File: config.mk
export PLATFORM = sky130hd
export DESIGN_NAME = multi_switch_debouncer_top
export DESIGN_NICKNAME = d
export VERILOG_FILES = /design/src/rtl/core/msd_pkg.sv /design/src/rtl/core/msd_front.sv /design/src/rtl/core/msd_back.sv /design/src/rtl/core/multi_switch_debouncer_top.sv
export SDC_FILE = /design/constraint.sdc
export NUM_CORES = 1
export LEC_CHECK = 0
export BUFFER_PORTS_ARGS = -buffer_cell sky130_fd_sc_hd__buf_2
export CAP_MARGIN = 40
export CORE_MARGIN = 4
export CORE_UTILIZATION = 61
export CTS_CLUSTER_DIAMETER = 80
export CTS_CLUSTER_SIZE = 28
export DETAILED_ROUTE_END_ITERATION = 6
export PLACE_DENSITY = 0.85
export SYNTH_ARGS = -nofsm -noshare
export SYNTH_HDL_FRONTEND = slang
export SYNTH_SLANG_ARGS = --single-unit
File: constraint.sdc
create_clock -name i_clk -period 2.4 [get_ports i_clk]
set_input_delay 0.12 -clock i_clk [delete_from_list [all_inputs] [get_ports i_clk]]
set_output_delay 0.12 -clock i_clk [all_outputs]
set_load 0.01 [all_outputs]
File: src/rtl/core/msd_pkg.sv
`default_nettype none

package msd_pkg;

    localparam int LEVEL_W    = 4;
    localparam int CNT_W      = 8;
    localparam int IDX_W      = 2;
    localparam int CFG_IDX_W  = 2;
    localparam int CFG_DATA_W = 8;

    localparam int SWITCHES_DEFAULT = 4;

    localparam logic [CNT_W-1:0] DEBOUNCE_RST = 8'd5;

    // configuration register indexes
    localparam logic [CFG_IDX_W-1:0] REG_DEBOUNCE_TICKS = 2'd0;
    localparam logic [CFG_IDX_W-1:0] REG_REPORT_ENABLE  = 2'd1;

    // item kinds
    localparam logic FUNC_SAMPLE = 1'b0;
    localparam logic FUNC_TICK   = 1'b1;

    typedef struct packed {
        logic               is_tick;
        logic [LEVEL_W-1:0] sample;
    } t_cmd;

endpackage

`default_nettype wire

File: src/rtl/core/msd_front.sv
`default_nettype none

module msd_front #(
    parameter int SWITCHES = msd_pkg::SWITCHES_DEFAULT
) (
    input  wire logic                        i_clk,
    input  wire logic                        i_rst_n,
    input  wire logic                        i_valid,
    output logic                             o_stall,
    input  wire logic                        i_func,
    input  wire logic [msd_pkg::LEVEL_W-1:0] i_raw_levels,
    output logic                             o_cmd_valid,
    output msd_pkg::t_cmd                    o_cmd,
    input  wire logic                        i_pop
);
    import msd_pkg::*;

    localparam int LANES = (SWITCHES < LEVEL_W) ? SWITCHES : LEVEL_W;
    localparam logic [LEVEL_W-1:0] LANE_MASK = LEVEL_W'((32'd1 << LANES) - 32'd1);

    // two-entry command queue
    t_cmd       r_q [0:1];
    logic       r_wp;
    logic       r_rp;
    logic [1:0] r_cnt;
    logic       n_wp;
    logic       n_rp;
    logic [1:0] n_cnt;
    logic       push;
    logic       pop;
    t_cmd       cmd_in;

    assign o_stall     = (r_cnt == 2'd2);
    assign push        = i_valid && !o_stall;
    assign o_cmd_valid = (r_cnt != 2'd0);
    assign pop         = i_pop && o_cmd_valid;
    assign o_cmd       = r_q[r_rp];

    always_comb begin
        cmd_in.is_tick = (i_func == FUNC_TICK);
        // samples keep only the modeled switches
        cmd_in.sample  = i_raw_levels & LANE_MASK;
    end

    always_comb begin
        n_wp  = push ? ~r_wp : r_wp;
        n_rp  = pop ? ~r_rp : r_rp;
        n_cnt = r_cnt;
        if (push && !pop) begin
            n_cnt = r_cnt + 2'd1;
        end else if (pop && !push) begin
            n_cnt = r_cnt - 2'd1;
        end
    end

    always_ff @(posedge i_clk) begin
        if (!i_rst_n) begin
            r_wp  <= 1'b0;
            r_rp  <= 1'b0;
            r_cnt <= 2'd0;
        end else begin
            r_wp  <= n_wp;
            r_rp  <= n_rp;
            r_cnt <= n_cnt;
        end
    end

    always_ff @(posedge i_clk) begin
        if (push) begin
            r_q[r_wp] <= cmd_in;
        end
    end

endmodule

`default_nettype wire

File: src/rtl/core/msd_back.sv
`default_nettype none

module msd_back #(
    parameter int SWITCHES = msd_pkg::SWITCHES_DEFAULT
) (
    input  wire logic                        i_clk,
    input  wire logic                        i_rst_n,
    input  wire logic                        i_cmd_valid,
    input  wire msd_pkg::t_cmd               i_cmd,
    output logic                             o_pop,
    input  wire logic [msd_pkg::CNT_W-1:0]   i_debounce_ticks,
    input  wire logic                        i_report_enable,
    output logic                             o_valid,
    input  wire logic                        i_stall,
    output logic                             o_event_valid,
    output logic [msd_pkg::IDX_W-1:0]        o_switch_index,
    output logic                             o_new_level,
    output logic [msd_pkg::LEVEL_W-1:0]      o_debounced_levels,
    output logic                             o_last
);
    import msd_pkg::*;

    localparam int LANES = (SWITCHES < LEVEL_W) ? SWITCHES : LEVEL_W;

    localparam logic ST_IDLE = 1'b0;
    localparam logic ST_EMIT = 1'b1;

    logic               r_state;
    logic               n_state;
    logic [CNT_W-1:0]   r_cd [0:LANES-1];
    logic [CNT_W-1:0]   n_cd [0:LANES-1];
    logic [LEVEL_W-1:0] r_last;
    logic [LEVEL_W-1:0] n_last;
    logic [LEVEL_W-1:0] r_stable;
    logic [LEVEL_W-1:0] n_stable;
    logic [LANES-1:0]   r_pend;
    logic [LANES-1:0]   n_pend;

    logic               r_o_valid;
    logic               n_o_valid;
    logic               r_o_event;
    logic               n_o_event;
    logic [IDX_W-1:0]   r_o_idx;
    logic [IDX_W-1:0]   n_o_idx;
    logic               r_o_level;
    logic               n_o_level;
    logic [LEVEL_W-1:0] r_o_levels;
    logic [LEVEL_W-1:0] n_o_levels;
    logic               r_o_last;
    logic               n_o_last;

    logic               slot_free;
    logic [LEVEL_W-1:0] changed;
    logic [LANES-1:0]   fire;
    logic [LANES-1:0]   low_bit;
    logic [IDX_W-1:0]   low_idx;
    logic [LEVEL_W-1:0] stable_fired;

    assign slot_free = !r_o_valid || !i_stall;
    assign o_pop     = (r_state == ST_IDLE) && i_cmd_valid && slot_free;

    assign changed      = i_cmd.sample ^ r_last;
    assign stable_fired = r_stable ^ LEVEL_W'(fire);
    assign low_bit      = r_pend & (~r_pend + LANES'(1));

    // a switch settles when its countdown steps from one to zero
    always_comb begin
        for (int i = 0; i < LANES; i++) begin
            fire[i] = (r_cd[i] == CNT_W'(1)) && (r_last[i] != r_stable[i]);
        end
    end

    always_comb begin
        low_idx = '0;
        for (int i = LANES - 1; i >= 0; i--) begin
            if (r_pend[i]) begin
                low_idx = IDX_W'(i);
            end
        end
    end

    always_comb begin
        n_state    = r_state;
        n_cd       = r_cd;
        n_last     = r_last;
        n_stable   = r_stable;
        n_pend     = r_pend;
        n_o_valid  = r_o_valid && i_stall;
        n_o_event  = r_o_event;
        n_o_idx    = r_o_idx;
        n_o_level  = r_o_level;
        n_o_levels = r_o_levels;
        n_o_last   = r_o_last;

        case (r_state)
            ST_IDLE: begin
                if (o_pop) begin
                    if (!i_cmd.is_tick) begin
                        for (int i = 0; i < LANES; i++) begin
                            if (changed[i]) begin
                                n_cd[i] = i_debounce_ticks;
                            end
                        end
                        n_last     = i_cmd.sample;
                        n_o_valid  = 1'b1;
                        n_o_event  = 1'b0;
                        n_o_idx    = '0;
                        n_o_level  = 1'b0;
                        n_o_levels = r_stable;
                        n_o_last   = 1'b1;
                    end else begin
                        for (int i = 0; i < LANES; i++) begin
                            if (r_cd[i] != '0) begin
                                n_cd[i] = r_cd[i] - CNT_W'(1);
                            end
                        end
                        if (i_report_enable && (fire != '0)) begin
                            // events go out one per cycle while the output is not stalled, lowest switch first
                            n_pend  = fire;
                            n_state = ST_EMIT;
                        end else begin
                            n_stable   = stable_fired;
                            n_o_valid  = 1'b1;
                            n_o_event  = 1'b0;
                            n_o_idx    = '0;
                            n_o_level  = 1'b0;
                            n_o_levels = stable_fired;
                            n_o_last   = 1'b1;
                        end
                    end
                end
            end
            ST_EMIT: begin
                if (slot_free) begin
                    n_stable   = r_stable ^ LEVEL_W'(low_bit);
                    n_pend     = r_pend & ~low_bit;
                    n_o_valid  = 1'b1;
                    n_o_event  = 1'b1;
                    n_o_idx    = low_idx;
                    n_o_level  = r_last[low_idx];
                    n_o_levels = r_stable ^ LEVEL_W'(low_bit);
                    n_o_last   = ((r_pend & ~low_bit) == '0);
                    if ((r_pend & ~low_bit) == '0) begin
                        n_state = ST_IDLE;
                    end
                end
            end
            default: begin
                n_state = ST_IDLE;
            end
        endcase
    end

    always_ff @(posedge i_clk) begin
        if (!i_rst_n) begin
            r_state   <= ST_IDLE;
            r_last    <= '0;
            r_stable  <= '0;
            r_pend    <= '0;
            r_o_valid <= 1'b0;
            for (int i = 0; i < LANES; i++) begin
                r_cd[i] <= DEBOUNCE_RST;
            end
        end else begin
            r_state   <= n_state;
            r_last    <= n_last;
            r_stable  <= n_stable;
            r_pend    <= n_pend;
            r_o_valid <= n_o_valid;
            r_cd      <= n_cd;
        end
    end

    always_ff @(posedge i_clk) begin
        r_o_event  <= n_o_event;
        r_o_idx    <= n_o_idx;
        r_o_level  <= n_o_level;
        r_o_levels <= n_o_levels;
        r_o_last   <= n_o_last;
    end

    assign o_valid            = r_o_valid;
    assign o_event_valid      = r_o_event;
    assign o_switch_index     = r_o_idx;
    assign o_new_level        = r_o_level;
    assign o_debounced_levels = r_o_levels;
    assign o_last             = r_o_last;

endmodule

`default_nettype wire

File: src/rtl/core/multi_switch_debouncer_top.sv
// multi-switch debouncer
// input channel: i_valid / o_stall with i_func (0 raw sample, 1 tick) and
// i_raw_levels; a transfer happens when i_valid is high and o_stall is low.
// output channel: o_valid / i_stall with the event fields, the debounced
// vector and o_last marking the final result of an item.
// the front queues up to two items; the back pulls one item at a time.
// a sample gives one plain result, held first in the queue and then in the
// back's output register. a tick is handled in the back and gives one
// result per reported event, at most min(SWITCHES,4) since only four
// switches are tracked, or one plain result when it reports no events.
// the back emits at most one result per cycle while i_stall is low, from
// its single output register. while i_stall is high over a valid result,
// the result register holds, the back waits, and the queue fills, after
// which o_stall rises.
// reset clears the queue, the debounced and sampled levels, sets every
// countdown to 5 and the registers to debounce_ticks 5, report off.
// configuration: i_cfg_we with i_cfg_idx (0 debounce_ticks, 1 report_enable)
// and i_cfg_data; write it only while the block is idle.
`default_nettype none

module multi_switch_debouncer_top #(
    parameter int SWITCHES = msd_pkg::SWITCHES_DEFAULT
) (
    input  wire logic                           i_clk,
    input  wire logic                           i_rst_n,
    input  wire logic                           i_valid,
    output logic                                o_stall,
    input  wire logic                           i_func,
    input  wire logic [msd_pkg::LEVEL_W-1:0]    i_raw_levels,
    output logic                                o_valid,
    input  wire logic                           i_stall,
    output logic                                o_event_valid,
    output logic [msd_pkg::IDX_W-1:0]           o_switch_index,
    output logic                                o_new_level,
    output logic [msd_pkg::LEVEL_W-1:0]         o_debounced_levels,
    output logic                                o_last,
    input  wire logic                           i_cfg_we,
    input  wire logic [msd_pkg::CFG_IDX_W-1:0]  i_cfg_idx,
    input  wire logic [msd_pkg::CFG_DATA_W-1:0] i_cfg_data
);
    import msd_pkg::*;

    logic [CNT_W-1:0] r_debounce_ticks;
    logic             r_report_enable;
    logic             cmd_valid;
    t_cmd             cmd;
    logic             pop;

    always_ff @(posedge i_clk) begin
        if (!i_rst_n) begin
            r_debounce_ticks <= DEBOUNCE_RST;
            r_report_enable  <= 1'b0;
        end else if (i_cfg_we) begin
            if (i_cfg_idx == REG_DEBOUNCE_TICKS) begin
                r_debounce_ticks <= i_cfg_data[CNT_W-1:0];
            end else if (i_cfg_idx == REG_REPORT_ENABLE) begin
                r_report_enable <= i_cfg_data[0];
            end
        end
    end

    msd_front #(
        .SWITCHES(SWITCHES)
    ) u_front (
        .i_clk       (i_clk),
        .i_rst_n     (i_rst_n),
        .i_valid     (i_valid),
        .o_stall     (o_stall),
        .i_func      (i_func),
        .i_raw_levels(i_raw_levels),
        .o_cmd_valid (cmd_valid),
        .o_cmd       (cmd),
        .i_pop       (pop)
    );

    msd_back #(
        .SWITCHES(SWITCHES)
    ) u_back (
        .i_clk             (i_clk),
        .i_rst_n           (i_rst_n),
        .i_cmd_valid       (cmd_valid),
        .i_cmd             (cmd),
        .o_pop             (pop),
        .i_debounce_ticks  (r_debounce_ticks),
        .i_report_enable   (r_report_enable),
        .o_valid           (o_valid),
        .i_stall           (i_stall),
        .o_event_valid     (o_event_valid),
        .o_switch_index    (o_switch_index),
        .o_new_level       (o_new_level),
        .o_debounced_levels(o_debounced_levels),
        .o_last            (o_last)
    );

endmodule

`default_nettype wire
==> run metrics, run 1 <==
total grt overflow 0; Avg WL per Cell 16.83 um; Antenna Cells 0; clock latency on the worst-skew pair 360 ps; Post-synth ARST share 0%; overall die area 8661 um^2; Slew Viols, Final 0; Vias 4073; Iter 0 DRT Violations 408; Netlist cell types 66; # DRC 0; wire length on met2 5.198 mm; crit-path max FO 9; Cells after Synth 505; Arr. time, crit path 2310 ps; vias in the first global route 3860; antenna viol nets, final 0; Post-synth EDFFs 19; final setup fails 0; row cnt 30; Total Nets Final 578; Core ar. 6907 um^2; Total Wirelength 10.89 mm; Area contributors post-synth dfxtp_1, edfxtp_1, nor2_1; MaxCap Viol Count 0; slew margin rel. 52.83%; DRT met1 WL 4.553 mm; first-pass GRT wire length 18.41 mm; RSZ-0062 raised after global routing no; initial antenna violation count 0; clock slew at reported path FFs 90 ps; root buf cell clkbuf_8; VDD IR-drop max 0.6170 mV; Yosys Warn Count 0; commonest non-fill, non-tap cell in the layout dfxtp_1; outcome finished, final reports clean; Leak 1.941 nW; fillers 537; Post-Syn Area per Cell 8.741 um^2; Post-Layout Cell Count 647; Power Density 987.9 nW/um^2; Port Buf Inserts 30; Global Route Usage Sum 26.57%; total clock sinks 79; Worst Skew 9.759 ps; placed insts 624; Die Height 93.07 um; crit path time final 2238 ps; Slew @ Worst Pin 707.6 ps; I/O pins 31; Initial Utilization 63.91%; Detailed Routing Iterations Pass 1 6; crit path capture type flop; CP startpoint kind flop; period utilization 93.24%; vias per cell 6.295; Hold Crit Class in -> reg; main flop type after synthesis dfxtp_1; Hold Vio Cnt, Final 0; Placer Congestion 0.9167; synthesis-to-finish area growth 13.41%; kind of critical path reg -> reg; Top Metal Used met4; worst setup margin 162.2 ps; Post-Syn Area 4414 um^2; share of cells above drive strength 1 15.79%; number of buffers created by CTS 9; Yosys top cell area share 27.21%; Place WS 120.7 ps; htree depth 3; Max Clk Rate 446.9 MHz; commonest cells after routing, fill and taps aside dfxtp_1, nor2_1, nand2_1, a21oi_1; CTS max path bufs 2; post-DP HPWL 7.478 mm; CTS tree done; met3 routed WL 765 um; Yosys top cell by area dfxtp_1; Post-Syn Nets 537; Setup TNS 0 ps; worst endpoint required time 2480 ps; register bit total from synthesis 79; DIE WIDTH 93.07 um; register area share after synthesis 40.14%; pin count of the biggest net entering global routing 42
[path summary, 6_finish.rpt]
path	startpoint	end	slack [ps]	cells after the start
worst min-delay path	i_cfg_data[6]	r_debounce_ticks[6]$_SDFFE_PN0P_	20	3
worst min register to register	r_debounce_ticks[2]$_SDFFE_PN1P_	r_debounce_ticks[2]$_SDFFE_PN1P_	490	2
worst max-delay path	u_back.r_cd[0]$_SDFFE_PN1P_	u_back.o_debounced_levels[2]$_DFFE_PP_	160	6
worst max register to register	u_back.r_cd[0]$_SDFFE_PN1P_	u_back.o_debounced_levels[2]$_DFFE_PP_	160	6
[metal layers]
layer	up-vias	track usage (%)
met1	1900	32.69
met3	39	5.310
li1	1949	-
met5	-	0
met2	185	43.85
met4	0	14.04
[registers in the layout, indices dropped and copies added, names as in the netlist, named ones only]
name and cells:
r_report_enable 1, u_back.o_debounced_levels 4, u_front.r_wp 1, u_back.r_cd 32, u_front.r_rp 1, u_front.r_q 10, r_debounce_ticks 8, u_back.o_switch_index 2
u_back.o_last 1, u_back.r_last 4, u_back.o_valid 1, u_back.r_pend 4, u_front.r_cnt 2, u_back.r_stable 4, u_back.r_state 1, u_back.o_event_valid 1
u_back.o_new_level 1
[Yosys cell counts, types with 4 or more instances]
master	instances
xor2_1	5
o21a_1	10
ha_1	12
a31oi_1	12
o211ai_1	5
nand2b_1	9
o21ai_0	30
nor3_1	20
dfxtp_1	60
a21oi_1	32
and2_1	9
o211a_1	8
nand4_1	6
nand2_1	49
nor2b_1	9
xnor2_1	7
clkbuf_1	19
o31ai_1	4
inv_1	16
and3_1	4
nor4b_1	4
nand3_1	8
nor2_1	50
mux2i_1	15
nor4_1	4
o221a_2	7
a41oi_1	4
a21boi_0	12
edfxtp_1	19
a21o_1	4
[through the flow]
stage          total power [mW]  util, %  hold WS [ps]  cell area, um^2
2_1_floorplan             3.261        -         218.9             4414
5_1_grt                   5.256    72.48         36.67             5006
3_3_place_gp              3.791    68.39         309.4             4723
6_report                  4.946    72.48         18.73             5006
3_5_place_dp              3.862    68.39         310.7             4723
4_1_cts                   4.909    72.36         8.196             4997
[critical path, cell delays in order, from the launching register on]
cell      delay (ps)
dfxtp_1          420
ha_1             180
or3b_1           400
nand3b_1         280
a41oi_2          340
a21o_1           170
nand2_2          150
[layout make-up]
type | instances | area (um^2) | area share [%]
Inverter | 17 | 63.81 | 1.275
Sequential cell | 79 | 1772 | 35.39
Multi-Input combinational cell | 383 | 2471 | 49.36
Clock buffer | 9 | 123.9 | 2.474
Clock inverter | 7 | 80.08 | 1.600
Timing Repair Buffer | 56 | 375.4 | 7.498
Tap cell | 96 | 120.1 | 2.399
[cells by family (layout without fill, tap and decap cells)]
logic type / after synthesis / count (layout) / share of synthesized area, %
buf+inv: 43 / 89 / 4.081
xor+xnor: 12 / 12 / 2.381
fa+ha+maj: 12 / 12 / 3.401
simple gates: 189 / 189 / 21.48
flops: 79 / 79 / 40.14
mux: 17 / 17 / 3.968
compound gates: 153 / 153 / 24.55
[timing repair]
item,in CTS,in global routing
hold buffers,7,0
resized for setup,0,2
endpoints found under the setup margin,0,9
setup buffers,0,0
hold endpoints to repair,12,0
[power by group]
part | switching, mW | internal, mW
combinational | 1.23 | 0.792
clock | 0.535 | 0.491
sequential | 0.237 | 1.66
total | 2.01 | 2.94
(Power assumes the default switching activity.)
==> run 2: changes to the inputs <==
--- a/config.mk
+++ b/config.mk
@@ -8,11 +8,11 @@
 export BUFFER_PORTS_ARGS = -buffer_cell sky130_fd_sc_hd__buf_2
 export CAP_MARGIN = 40
 export CORE_MARGIN = 4
-export CORE_UTILIZATION = 61
+export CORE_UTILIZATION = 60
 export CTS_CLUSTER_DIAMETER = 80
 export CTS_CLUSTER_SIZE = 28
 export DETAILED_ROUTE_END_ITERATION = 6
-export PLACE_DENSITY = 0.85
+export PLACE_DENSITY = 0.84
 export SYNTH_ARGS = -nofsm -noshare
 export SYNTH_HDL_FRONTEND = slang
 export SYNTH_SLANG_ARGS = --single-unit
==> run 2 against run 1 <==
  * Non-clock buffer count down 4
  * Via count up 0.61%
  * Sequential share of layout area up 0.062 points
  * Hold slack worse by 5.6 ps
==> run metrics, run 2 (synthesized netlist as in run 1, its figures left out) <==
crit path capture type flop; Critical Path, Cell by Cell ha_1 -> or3b_1 -> nand3b_1 -> a41oi_2 -> a21o_1 -> nand2_2; I/O pins 31 (unchanged); Vias 4098 (+0.61%); fillers 585 (+8.9%); Total Nets Final 574 (-0.69%); clock latency on the worst-skew pair 360 ps (about the same); Arr. time, crit path 2240 ps (-70 ps); crit path time final 2157 ps (-80.34 ps); # DRC 0 (unchanged); Worst Skew 7.509 ps (-2.250 ps); Worst Path Buf+Inv 0 (unchanged); Setup TNS 0 ps (unchanged); number of buffers created by CTS 9 (unchanged); vias per cell 6.344 (+0.77%); antenna viol nets, final 0 (unchanged); Max Clk Rate 463.5 MHz (+3.7%); Placer Congestion 0.9351 (+2.0%); root buf cell clkbuf_8; Largest delay share family, worst path simple AND/OR/NAND/NOR gates; Reg with most FFs u_back.r_cd; kind of critical path reg -> reg; outcome finished, final reports clean; CTS tree done; crit-path max FO 9 (unchanged); Total Wirelength 11.04 mm (+1.4%); overall die area 8794 um^2 (+1.5%); Power Density 988.9 nW/um^2 (about the same); Slew Viols, Final 0 (unchanged); VDD IR-drop max 0.8964 mV (+45%); synthesis-to-finish area growth 13.21%; Leak 1.937 nW (-0.18%); Global Route Usage Sum 26.45% (-0.11 points); CP peak stage delay 430 ps (about the same); Die Height 93.78 um (+0.76%); CP startpoint kind flop; final setup fails 0 (unchanged); placed insts 624 (unchanged); Initial Utilization 61.19% (-2.7 points); max FFs per register 32 (unchanged); slew margin rel. 62.10% (+9.3 points); Hold Crit Class in -> reg; Worst Hold Depth 3 (unchanged); share of cells above drive strength 1 15.36% (-0.43 points); worst reg-to-reg setup slack 240 ps (+80 ps); first-pass GRT wire length 18.69 mm (+1.5%); Core ar. 7214 um^2 (+4.5%); Iter 0 DRT Violations 389 (-4.7%); Critical Path Stages 6 (unchanged); Slew @ Worst Pin 564.1 ps (-143.4 ps); Port Buf Inserts 30 (unchanged); Antenna Cells 0 (unchanged); initial antenna violation count 0 (unchanged); MaxCap Viol Count 0 (unchanged); top flop regs u_back.r_cd: 32 flops, u_front.r_q: 10 flops, r_debounce_ticks: 8 flops; Avg WL per Cell 17.09 um (+1.5%); RSZ-0062 raised after global routing no; Post-CTS Repair Setup Buffers 0 (unchanged); Crit-path slowest cell dfxtp_1; commonest non-fill, non-tap cell in the layout dfxtp_1; Hold Vio Cnt, Final 0 (unchanged); vias in the first global route 3845 (-0.39%); Detailed Routing Iterations Pass 1 6 (unchanged); commonest cells after routing, fill and taps aside dfxtp_1, nor2_1, nand2_1, a21oi_1; clock slew at reported path FFs 90 ps (about the same); pin count of the biggest net entering global routing 58 (+38%); period utilization 89.89% (-3.3 points); total clock sinks 79 (unchanged); total grt overflow 0 (unchanged); DIE WIDTH 93.78 um (+0.76%); CTS max path bufs 2 (unchanged); Post-Layout Cell Count 646 (-0.15%); row cnt 31 (+3.3%); htree depth 3 (unchanged); worst endpoint required time 2480 ps (about the same); post-DP HPWL 7.450 mm (-0.37%); logic depth of the worst register-to-register path 6 (unchanged)
## run 2: cell count changes in the layout (fill, tap and decap cells not counted)
cell,change
buf_12,+1
nor4b_4,+1
clkinvlp_4,-2
clkinv_2,+1
nor4b_2,-1
inv_6,+1
buf_4,-4
dlygate4sd3_1,-1
## run 2: per-stage QoR
| step | instance area (um^2) | hold WS, ps | total power [mW] | util [%] | setup slack (ps) |
|---|---|---|---|---|---|
| after floorplan | 4414 | 218.9 | 3.261 | - | 384.5 |
| after global placement | 4717 | 308.8 | 3.760 | 65.38 | 261.4 |
| after detailed placement | 4717 | 313.1 | 3.837 | 65.38 | 161.3 |
| after CTS | 4980 | 10.69 | 4.879 | 69.03 | 142.7 |
| after global routing | 4997 | 42.89 | 5.237 | 69.27 | 91.49 |
| final | 4997 | 13.10 | 4.942 | 69.27 | 242.5 |
## run 2: layer usage
metal	vias to the layer above	GRT usage, %	part of all wire (%)
met5	-	0	0
met4	0	13.24	3.9
met3	37	4.567	8.4
met1	1899	35.26	41
li1	1929	-	-
met2	233	41.28	47
## run 2: where the power goes
| group | internal (mW) | switching, mW |
|---|---|---|
| registers | 1.66 | 0.261 |
| clock network | 0.494 | 0.542 |
| logic | 0.786 | 1.20 |
| total | 2.94 | 2.01 |
## run 2: final cells by class
| type | instances | area [um^2] | share of cell area [%] |
|---|---|---|---|
| multi-input cells | 383 | 2480 | 49.62 |
| flip-flops and latches | 79 | 1772 | 35.45 |
| repair buffers | 52 | 355.3 | 7.111 |
| clock buffers | 9 | 123.9 | 2.479 |
| well taps | 99 | 123.9 | 2.479 |
| clock inverters | 7 | 78.83 | 1.577 |
| inverters | 17 | 63.81 | 1.277 |
## run 2: path summary, 6_finish.rpt
path                                start                                endpoint
max           u_back.r_cd[0]$_SDFFE_PN1P_  u_back.o_debounced_levels[0]$_DFFE_PP_
min                         i_cfg_data[0]        r_debounce_ticks[0]$_SDFFE_PN1P_
max reg2reg   u_back.r_cd[0]$_SDFFE_PN1P_  u_back.o_debounced_levels[0]$_DFFE_PP_
min reg2reg  u_back.r_cd[25]$_SDFFE_PN0P_            u_back.r_cd[25]$_SDFFE_PN0P_
## run 2: worst register-to-register path, cell delays in order (launching register included)
cell,delay (ps)
dfxtp_1,430
ha_1,170
or3b_1,380
nand3b_1,270
a41oi_2,330
a21o_1,170
nand2_2,150
## run 2: repair_timing
action,in CTS,in global routing
setup endpoints to repair,0,9
resized for setup,0,3
hold buffers,6,0
endpoints found under the hold margin,11,0
